--- src/sv/alps_pkg.sv ---
// alps_pkg: types and fixed constants of the addressable LED pulse serializer.
// No dependencies; imported by every module of the block.
package alps_pkg;

    localparam int BYTES_PER_PIXEL = 3;
    localparam int BYTE_W          = 8;
    localparam int PIXEL_BITS      = BYTES_PER_PIXEL * BYTE_W;
    localparam int SLOT_W          = 2;
    localparam int WIDTH_W         = 8;
    localparam int COUNT_W         = 12;
    localparam int ORDER_W         = 6;
    localparam int CFG_INDEX_W     = 4;
    localparam int CFG_DATA_W      = 12;
    localparam int BIT_CNT_W       = $clog2(PIXEL_BITS + 1);

    localparam logic [WIDTH_W-1:0] ONE_WIDTH_RST     = 8'd15;
    localparam logic [WIDTH_W-1:0] ZERO_WIDTH_RST    = 8'd5;
    localparam logic [ORDER_W-1:0] COLOR_ORDER_RST   = 6'd18;
    localparam logic [COUNT_W-1:0] RESET_PERIODS_RST = 12'd48;

    typedef enum logic [CFG_INDEX_W-1:0] {
        CFG_ONE_WIDTH     = 4'd0,
        CFG_ZERO_WIDTH    = 4'd1,
        CFG_COLOR_ORDER   = 4'd2,
        CFG_RESET_PERIODS = 4'd3
    } alps_cfg_idx_t;

    typedef struct packed {
        logic [BYTE_W-1:0] red;
        logic [BYTE_W-1:0] green;
        logic [BYTE_W-1:0] blue;
        logic              last_pixel;
    } alps_in_t;

    typedef struct packed {
        logic [WIDTH_W-1:0] pulse_width;
        logic [COUNT_W-1:0] repeat_count;
        logic               last;
    } alps_out_t;

    // Pixel in wire order, ready for the back end.
    typedef struct packed {
        logic [PIXEL_BITS-1:0] bits;
        logic                  last_pixel;
    } alps_item_t;

    // Timing registers seen by the back end.
    typedef struct packed {
        logic [WIDTH_W-1:0] one_width;
        logic [WIDTH_W-1:0] zero_width;
        logic [COUNT_W-1:0] reset_periods;
    } alps_timing_t;

    typedef struct packed {
        logic                 busy;
        logic                 final_adv;
        logic [BIT_CNT_W-1:0] bit_cnt;
    } alps_back_st_t;

endpackage

--- src/sv/alps_front.sv ---
// alps_front: accepts pixels and reorders the color bytes into wire slots.
// Depends on alps_pkg.
module alps_front (
    input  logic                                aclk,
    input  logic                                aresetn,
    input  logic                                s_valid,
    output logic                                s_ready,
    input  alps_pkg::alps_in_t                  s_data,
    input  logic [alps_pkg::ORDER_W-1:0]        color_order,
    output logic                                item_valid,
    input  logic                                item_ready,
    output alps_pkg::alps_item_t                item
);
    import alps_pkg::*;

    logic       valid_reg, valid_next;
    alps_item_t item_reg, item_next;
    logic [BYTE_W-1:0] slots [BYTES_PER_PIXEL];

    // Later color wins on a slot collision; out-of-range slot drops the color.
    always_comb begin
        for (int s = 0; s < BYTES_PER_PIXEL; s++) begin
            slots[s] = '0;
        end
        for (int s = 0; s < BYTES_PER_PIXEL; s++) begin
            if (color_order[5:4] == SLOT_W'(s)) slots[s] = s_data.red;
            if (color_order[3:2] == SLOT_W'(s)) slots[s] = s_data.green;
            if (color_order[1:0] == SLOT_W'(s)) slots[s] = s_data.blue;
        end
    end

    assign s_ready = !valid_reg || item_ready;

    always_comb begin
        valid_next = valid_reg;
        item_next  = item_reg;
        if (s_valid && s_ready) begin
            valid_next = 1'b1;
            for (int s = 0; s < BYTES_PER_PIXEL; s++) begin
                item_next.bits[PIXEL_BITS-1-s*BYTE_W -: BYTE_W] = slots[s];
            end
            item_next.last_pixel = s_data.last_pixel;
        end else if (item_ready) begin
            valid_next = 1'b0;
        end
    end

    always_ff @(posedge aclk) begin
        if (!aresetn) begin
            valid_reg <= 1'b0;
        end else begin
            valid_reg <= valid_next;
        end
        item_reg <= item_next;
    end

    assign item_valid = valid_reg;
    assign item       = item_reg;

endmodule

--- src/sv/alps_queue.sv ---
// alps_queue: short FIFO of reordered pixels between front and back end.
// Depends on alps_pkg.
module alps_queue #(
    parameter int DEPTH = 2
) (
    input  logic                 aclk,
    input  logic                 aresetn,
    input  logic                 push_valid,
    output logic                 push_ready,
    input  alps_pkg::alps_item_t push_item,
    output logic                 pop_valid,
    input  logic                 pop_ready,
    output alps_pkg::alps_item_t pop_item
);
    import alps_pkg::*;

    localparam int PTR_W = (DEPTH > 1) ? $clog2(DEPTH) : 1;
    localparam int CNT_W = $clog2(DEPTH + 1);

    alps_item_t        mem [DEPTH];
    logic [PTR_W-1:0]  wr_ptr_reg, wr_ptr_next;
    logic [PTR_W-1:0]  rd_ptr_reg, rd_ptr_next;
    logic [CNT_W-1:0]  count_reg, count_next;
    logic              push, pop;

    assign push_ready = (count_reg != CNT_W'(DEPTH));
    assign pop_valid  = (count_reg != '0);
    assign push       = push_valid && push_ready;
    assign pop        = pop_valid && pop_ready;
    assign pop_item   = mem[rd_ptr_reg];

    always_comb begin
        wr_ptr_next = wr_ptr_reg;
        rd_ptr_next = rd_ptr_reg;
        count_next  = count_reg;
        if (push) begin
            wr_ptr_next = (wr_ptr_reg == PTR_W'(DEPTH - 1)) ? '0 : wr_ptr_reg + 1'b1;
        end
        if (pop) begin
            rd_ptr_next = (rd_ptr_reg == PTR_W'(DEPTH - 1)) ? '0 : rd_ptr_reg + 1'b1;
        end
        if (push && !pop) begin
            count_next = count_reg + 1'b1;
        end else if (pop && !push) begin
            count_next = count_reg - 1'b1;
        end
    end

    always_ff @(posedge aclk) begin
        if (!aresetn) begin
            wr_ptr_reg <= '0;
            rd_ptr_reg <= '0;
            count_reg  <= '0;
        end else begin
            wr_ptr_reg <= wr_ptr_next;
            rd_ptr_reg <= rd_ptr_next;
            count_reg  <= count_next;
        end
        if (push) begin
            mem[wr_ptr_reg] <= push_item;
        end
    end

endmodule

--- src/sv/alps_back.sv ---
// alps_back: 24 pulse-width results per pixel, plus a reset run after last_pixel.
// Depends on alps_pkg.
module alps_back (
    input  logic                  aclk,
    input  logic                  aresetn,
    input  logic                  item_valid,
    output logic                  item_ready,
    input  alps_pkg::alps_item_t  item,
    input  alps_pkg::alps_timing_t timing,
    output logic                  m_valid,
    input  logic                  m_ready,
    output alps_pkg::alps_out_t   m_data,
    output alps_pkg::alps_back_st_t status
);
    import alps_pkg::*;

    logic                  busy_reg, busy_next;
    logic [PIXEL_BITS-1:0] shift_reg, shift_next;
    logic                  lastpix_reg, lastpix_next;
    logic [BIT_CNT_W-1:0]  cnt_reg, cnt_next;
    logic                  mvalid_reg, mvalid_next;
    alps_out_t             mdata_reg, mdata_next;
    alps_out_t             result;
    logic                  adv, fin, take, in_reset;

    assign in_reset = (cnt_reg == BIT_CNT_W'(PIXEL_BITS));
    assign adv      = busy_reg && (!mvalid_reg || m_ready);
    assign fin      = in_reset || ((cnt_reg == BIT_CNT_W'(PIXEL_BITS - 1)) && !lastpix_reg);
    assign take     = item_valid && (!busy_reg || (adv && fin));
    assign item_ready = !busy_reg || (adv && fin);

    always_comb begin
        if (in_reset) begin
            result.pulse_width  = '0;
            result.repeat_count = timing.reset_periods;
            result.last         = 1'b1;
        end else begin
            result.pulse_width  = shift_reg[PIXEL_BITS-1] ? timing.one_width
                                                          : timing.zero_width;
            result.repeat_count = COUNT_W'(1);
            result.last         = fin;
        end
    end

    always_comb begin
        busy_next    = busy_reg;
        shift_next   = shift_reg;
        lastpix_next = lastpix_reg;
        cnt_next     = cnt_reg;
        mvalid_next  = mvalid_reg;
        mdata_next   = mdata_reg;
        if (take) begin
            busy_next    = 1'b1;
            shift_next   = item.bits;
            lastpix_next = item.last_pixel;
            cnt_next     = '0;
        end else if (adv && fin) begin
            busy_next = 1'b0;
        end else if (adv) begin
            shift_next = {shift_reg[PIXEL_BITS-2:0], 1'b0};
            cnt_next   = cnt_reg + 1'b1;
        end
        if (adv) begin
            mvalid_next = 1'b1;
            mdata_next  = result;
        end else if (m_ready) begin
            mvalid_next = 1'b0;
        end
    end

    always_ff @(posedge aclk) begin
        if (!aresetn) begin
            busy_reg   <= 1'b0;
            cnt_reg    <= '0;
            mvalid_reg <= 1'b0;
        end else begin
            busy_reg   <= busy_next;
            cnt_reg    <= cnt_next;
            mvalid_reg <= mvalid_next;
        end
        shift_reg   <= shift_next;
        lastpix_reg <= lastpix_next;
        mdata_reg   <= mdata_next;
    end

    assign m_valid          = mvalid_reg;
    assign m_data           = mdata_reg;
    assign status.busy      = busy_reg;
    assign status.final_adv = adv && fin;
    assign status.bit_cnt   = cnt_reg;

endmodule

--- src/sv/addressable_led_pulse_serializer_unit.sv ---
// addressable_led_pulse_serializer_unit: top level of the LED strip bit encoder.
// Depends on alps_pkg, alps_front, alps_queue and alps_back.
//
// Takes one pixel per transfer (red, green, blue, last_pixel), reorders the color
// bytes into wire slots with color_order (red slot in bits 5:4, green 3:2, blue
// 1:0; blue beats green beats red on a collision, an unnamed slot sends zero, a
// slot code of 3 drops that color) and emits one result per data bit, MSB of
// slot 0 first: pulse_width is one_width for a set bit and zero_width for a
// clear bit, repeat_count is 1. After a pixel flagged last_pixel a 25th result
// follows with pulse_width 0 and repeat_count = reset_periods (sent even when
// that is 0). The last flag marks the final result of each pixel. The back end
// sends one result per cycle while m_ready is high and pixels are waiting, so
// a pixel gives 24 results, or 25 with the reset run; that shifter sets the
// sustained rate. Input transfers are taken while earlier pixels shift: a front
// register and a QUEUE_DEPTH entry FIFO buffer pixels ahead of the shifter and
// its output register. Write configuration only while the block is idle.
module addressable_led_pulse_serializer_unit #(
    parameter int QUEUE_DEPTH = 2
) (
    input  logic                               aclk,
    input  logic                               aresetn,
    input  logic                               s_valid,
    output logic                               s_ready,
    input  alps_pkg::alps_in_t                 s_data,
    output logic                               m_valid,
    input  logic                               m_ready,
    output alps_pkg::alps_out_t                m_data,
    input  logic                               cfg_valid,
    output logic                               cfg_ready,
    input  logic [alps_pkg::CFG_INDEX_W-1:0]   cfg_index,
    input  logic [alps_pkg::CFG_DATA_W-1:0]    cfg_data
);
    import alps_pkg::*;

    // configuration registers
    logic [WIDTH_W-1:0] one_width_reg, one_width_next;
    logic [WIDTH_W-1:0] zero_width_reg, zero_width_next;
    logic [ORDER_W-1:0] color_order_reg, color_order_next;
    logic [COUNT_W-1:0] reset_periods_reg, reset_periods_next;

    alps_timing_t  timing;
    alps_item_t    front_item, q_item;
    logic          front_valid, q_ready, q_valid, q_pop;
    alps_back_st_t back_st;

    assign cfg_ready = 1'b1;

    // writes beyond the register list are dropped
    always_comb begin
        one_width_next     = one_width_reg;
        zero_width_next    = zero_width_reg;
        color_order_next   = color_order_reg;
        reset_periods_next = reset_periods_reg;
        if (cfg_valid && cfg_ready) begin
            unique case (alps_cfg_idx_t'(cfg_index))
                CFG_ONE_WIDTH:     one_width_next     = cfg_data[WIDTH_W-1:0];
                CFG_ZERO_WIDTH:    zero_width_next    = cfg_data[WIDTH_W-1:0];
                CFG_COLOR_ORDER:   color_order_next   = cfg_data[ORDER_W-1:0];
                CFG_RESET_PERIODS: reset_periods_next = cfg_data[COUNT_W-1:0];
                default: ;
            endcase
        end
    end

    always_ff @(posedge aclk) begin
        if (!aresetn) begin
            one_width_reg     <= ONE_WIDTH_RST;
            zero_width_reg    <= ZERO_WIDTH_RST;
            color_order_reg   <= COLOR_ORDER_RST;
            reset_periods_reg <= RESET_PERIODS_RST;
        end else begin
            one_width_reg     <= one_width_next;
            zero_width_reg    <= zero_width_next;
            color_order_reg   <= color_order_next;
            reset_periods_reg <= reset_periods_next;
        end
    end

    assign timing.one_width     = one_width_reg;
    assign timing.zero_width    = zero_width_reg;
    assign timing.reset_periods = reset_periods_reg;

    // front end: accept and reorder
    alps_front u_front (
        .aclk        (aclk),
        .aresetn     (aresetn),
        .s_valid     (s_valid),
        .s_ready     (s_ready),
        .s_data      (s_data),
        .color_order (color_order_reg),
        .item_valid  (front_valid),
        .item_ready  (q_ready),
        .item        (front_item)
    );

    // decoupling queue
    alps_queue #(
        .DEPTH (QUEUE_DEPTH)
    ) u_queue (
        .aclk       (aclk),
        .aresetn    (aresetn),
        .push_valid (front_valid),
        .push_ready (q_ready),
        .push_item  (front_item),
        .pop_valid  (q_valid),
        .pop_ready  (q_pop),
        .pop_item   (q_item)
    );

    // back end: bit shifter with output register
    alps_back u_back (
        .aclk       (aclk),
        .aresetn    (aresetn),
        .item_valid (q_valid),
        .item_ready (q_pop),
        .item       (q_item),
        .timing     (timing),
        .m_valid    (m_valid),
        .m_ready    (m_ready),
        .m_data     (m_data),
        .status     (back_st)
    );

`ifndef SYNTHESIS
    // a queued pixel is not lost unless the back end takes it
    a_queue_holds: assert property (@(posedge aclk) disable iff (!aresetn)
        (q_valid && !q_pop) |=> q_valid)
        else $error("queue lost an entry");

    // a stalled front register keeps its pixel
    a_front_holds: assert property (@(posedge aclk) disable iff (!aresetn)
        (front_valid && !q_ready) |=> (front_valid && $stable(front_item)))
        else $error("front register changed while stalled");

    // after the final result of a pixel the shifter is idle or restarted
    a_back_restart: assert property (@(posedge aclk) disable iff (!aresetn)
        back_st.final_adv |=> (!back_st.busy || (back_st.bit_cnt == '0)))
        else $error("shifter did not restart after final result");

    // the shifter never runs past the reset result
    a_cnt_bound: assert property (@(posedge aclk) disable iff (!aresetn)
        back_st.busy |-> (back_st.bit_cnt <= BIT_CNT_W'(PIXEL_BITS)))
        else $error("bit counter out of range");
`endif

endmodule

--- config.mk ---
export PLATFORM = sky130hd
export DESIGN_NAME = addressable_led_pulse_serializer_unit
export DESIGN_NICKNAME = d
export VERILOG_FILES = /design/src/sv/alps_pkg.sv /design/src/sv/alps_front.sv /design/src/sv/alps_queue.sv /design/src/sv/alps_back.sv /design/src/sv/addressable_led_pulse_serializer_unit.sv
export SDC_FILE = /design/constraint.sdc
export NUM_CORES = 1
export LEC_CHECK = 0
export BUFFER_PORTS_ARGS = -buffer_cell sky130_fd_sc_hd__buf_2
export CORE_MARGIN = 5
export CORE_UTILIZATION = 25
export DETAILED_ROUTE_END_ITERATION = 10
export GPL_ROUTABILITY_DRIVEN = 0
export PLACE_DENSITY_LB_ADDON = 0.08
export SYNTH_ARGS = -nofsm -noshare
export SYNTH_HDL_FRONTEND = slang
export SYNTH_SLANG_ARGS = --single-unit
--- constraint.sdc ---
create_clock -name aclk -period 4.2 [get_ports aclk]
set_clock_uncertainty 0.05 [all_clocks]
set_input_delay 0.84 -clock aclk [delete_from_list [all_inputs] [get_ports aclk]]
set_output_delay 0.84 -clock aclk [all_outputs]
set_load 0.05 [all_outputs]
==> key figures <==
Run status
  • Outcome: finished clean

Power
  • Switching portion of total power: 30.8%
  • Total leakage power: 2.99 nW
  • Relative contribution of combinational cells to total power: 20.4%
  • Sequential Power Share: 48.0%
  • Clock network fraction of total power: 31.6%
  • Net switching power: 1.51 mW
  • PwrDens: 605 nW/um^2
  • Peak ir drop on the vdd network: 0.000291 V
  • P_int: 3.40 mW

Setup path
  • Maximum net fanout on the critical path: 30
  • Slowest stage cell on the critical path: sky130_fd_sc_hd__inv_2
  • Worst R2R Setup Slack: 1.72 ns
  • Crit start category: flop
  • Number of cells on the worst reg-to-reg path: 6
  • Crit path arrival time: 2.61 ns
  • Type of element capturing the critical path: flop
  • Series of cell instances along the critical path: ha_1 > nor3b_2 > a21oi_1 > o22a_2 > inv_2 > mux2_2
  • Category of the critical setup timing path: flop to flop
  • CP Data Required Time: 4.33 ns
  • Critical path's largest stage delay: 0.51 ns

Timing
  • Final clock period utilization by the worst path: 59.1%
  • Final Hold Viols: 0
  • Transition at the pin with the smallest max-transition slack: 1.26 ns
  • Setup-violating endpoint count in the final report: 0
  • Achievable Freq: 403 MHz
  • Final worst path period need: 2.48 ns
  • Hold Worst Slack: 0.398 ns
  • Worst slew slack as a fraction of its limit: 16.1%
  • Summed negative setup slack over all endpoints: 0 ns
  • RSZ-0062 raised after global routing: no
  • Max-slew violations: 0

Clock network
  • Clock Latency Late Sink: 0.43 ns
  • CTS clk-pin slew, worst paths: 0.07 ns
  • Level count of the clock H-tree: 4
  • Clock Root Buffer: sky130_fd_sc_hd__clkbuf_16
  • Clock tree from TritonCTS: done
  • Gates resized, CTS repair: 0
  • Number of buffers between clock root and the deepest sink: 2
  • Hold Buf Count CTS: 0
  • Clock buffers created by TritonCTS: 17
  • Number of setup buffers added after CTS: 0
  • TritonCTS sink count: 168

Die
  • Number of I/O pins: 70
  • Starting density of the core: 25.3%
  • Die span in y: 175 um
  • Floorplan Core Area: 26,900 sq um
  • Die W: 175 um
  • Die area: 30,600 sq um
  • Number of placement rows: 60

Place
  • Final HPWL DP: 10,700 um
  • Number of port buffers: 68

Job
  • Number of violations of the max-capacitance limit: 0

Detailed routing
  • Post-Route WL: 15,900 um
  • Residual DRC: 0
  • Detail-routed net length per standard cell: 17.4 um
  • Via count: 4,058
  • Number of iterations in the first detailed-routing pass: 5
  • DRC marker count from the first detailed-route iteration: 227
  • Post-route antenna net violation count: 0
  • Average via count per standard cell: 4.44

Yosys
  • Async SR Flop Fraction: 0%
  • Number of warnings issued by yosys: 0
  • #FFs+latches synth: 168
  • Mapped Nets: 538
  • Count of different cell masters after synthesis: 45
  • Mean area per synthesized cell: 13.9 sq um
  • Number of instances in the synthesized netlist: 489
  • Sequential area share after synthesis: 67.3%
  • Primary flip-flop cell chosen by synthesis mapping: sky130_fd_sc_hd__edfxtp_1
  • Number of synthesized flops with an enable pin: 121
  • Area of the mapped netlist: 6800 sq um

Cells and area
  • Ant diodes: 0
  • Leading cell type in the layout, fill and taps excluded: sky130_fd_sc_hd__edfxtp_1
  • Layout cells sized above 1: 28.1%
  • Layout overhead on the synthesized area: 19.6%
  • Number of flip-flops under the largest register name: 50
  • Most used cells in the layout excluding fill and tap cells: sky130_fd_sc_hd__edfxtp_1 (121), sky130_fd_sc_hd__buf_2 (68), sky130_fd_sc_hd__dfxtp_1 (47)
  • Layout Nets: 608

GRT
  • Number of global-route vias before repair: 4,221
  • Most used routing layer: met2
  • Maximum number of pins on one net before global-route repair: 31
  • Global-route wire length before repair: 25,000 um
  • Tot GR Track Use: 10.7%
  • Overflow left after global routing: 0
  • GR Layer Usage met1: 13.2%
  • Met2 track demand over resource: 18.4%
  • Antenna violations before repair: 0
  • Met3 Resource Use GR: 2.60%

Worst hold path
  • Worst min-delay path class: flop to flop
  • Min-Delay Path Depth: 0
-- path summary, 6_finish.rpt --
path / start / to
max: u_back.cnt_reg[0] / u_back.shift_reg[10]
min: u_front.item[1] / u_queue.mem[0][1]
max reg2reg: u_back.cnt_reg[0] / u_back.shift_reg[10]
min reg2reg: u_front.item[1] / u_queue.mem[0][1]
-- cell type report --
type                       count  area, sq um
clock inverter                15          174
multi-input combinational    289         2110
timing repair buffer          75          393
sequential                   168         4570
fill                        2702        18700
clock buffer                  17          425
inverter                       8         30.0
tap                          341          427
-- power by group through the flow --
stage / Clock (mW) / Sequential, mW / Combinational, mW
after floorplan: 0 / 2.43 / 0.658
after global placement: 0 / 2.40 / 1.01
after CTS: 1.61 / 2.37 / 1.03
after global routing: 1.68 / 2.39 / 1.10
after detailed placement: 0 / 2.40 / 1.03
final: 1.55 / 2.36 / 1.00
-- kinds of logic (layout without fill, tap and decap cells) --
group | count (synthesis) | in the layout | share of synthesized area (%)
buffers and inverters | 32 | 115 | 2.04
AO/OA/AOI/OAI | 66 | 66 | 6.26
other | 1 | 1 | 0.0552
adder cells (fa/ha/maj) | 3 | 3 | 0.552
multiplexers | 92 | 92 | 14.4
AND/OR/NAND/NOR | 123 | 123 | 8.89
flip-flops | 168 | 168 | 67.3
XOR/XNOR | 4 | 4 | 0.515
-- critical path: cells and delay by family (launching register included) --
family	cells	cell delay, ns
multiplexers	1	0.41
AO/OA/AOI/OAI	2	0.43
flip-flops	1	0.38
adder cells (fa/ha/maj)	1	0.21
AND/OR/NAND/NOR	1	0.23
buffers and inverters	1	0.51
-- metal layers --
layer | wire (um) | part of all wire [%]
met1 | 6940 | 44
met2 | 8180 | 51
met3 | 482 | 3.0
met4 | 285 | 1.8
met5 | 0 | 0
-- cells in the mapped netlist (2+ instances only) --
cell type	n	area, sq um
sky130_fd_sc_hd__a211oi_1	2	15.0
sky130_fd_sc_hd__a21oi_1	13	65.1
sky130_fd_sc_hd__dfxtp_1	47	941
sky130_fd_sc_hd__a22oi_1	24	180
sky130_fd_sc_hd__nor3_1	3	15.0
sky130_fd_sc_hd__xor2_1	3	26.3
sky130_fd_sc_hd__nand3_1	2	10.0
sky130_fd_sc_hd__ha_1	3	37.5
sky130_fd_sc_hd__clkbuf_1	14	52.6
sky130_fd_sc_hd__mux2_2	43	484
sky130_fd_sc_hd__o21ai_0	21	105
sky130_fd_sc_hd__nand2b_1	4	25.0
sky130_fd_sc_hd__a311o_1	2	20.0
sky130_fd_sc_hd__or3_1	2	12.5
sky130_fd_sc_hd__nand2_1	30	113
sky130_fd_sc_hd__nor2_1	48	180
sky130_fd_sc_hd__and2_1	12	75.1
sky130_fd_sc_hd__mux2_1	4	45.0
sky130_fd_sc_hd__and3_1	3	18.8
sky130_fd_sc_hd__nor2b_1	6	37.5
sky130_fd_sc_hd__edfxtp_1	121	3630
sky130_fd_sc_hd__nor3b_2	3	37.5
sky130_fd_sc_hd__buf_2	6	30.0
sky130_fd_sc_hd__inv_1	6	22.5
sky130_fd_sc_hd__mux2i_1	45	450
sky130_fd_sc_hd__buf_1	2	7.51
sky130_fd_sc_hd__nand3b_1	2	15.0
-- metrics by stage --
stage	worst slack, ns	power (mW)	std cells	utilization (%)	instance area (sq um)
after global routing	1.53	5.18	913	30.2	8130
after global placement	1.53	3.41	881	28.0	7530
after detailed placement	1.48	3.43	881	28.0	7530
after CTS	1.66	5.01	913	30.2	8130
final	1.72	4.91	913	30.2	8130
after floorplan	0.697	3.09	489	-	6800
No activity file was read; power rests on OpenSTA's default activity.
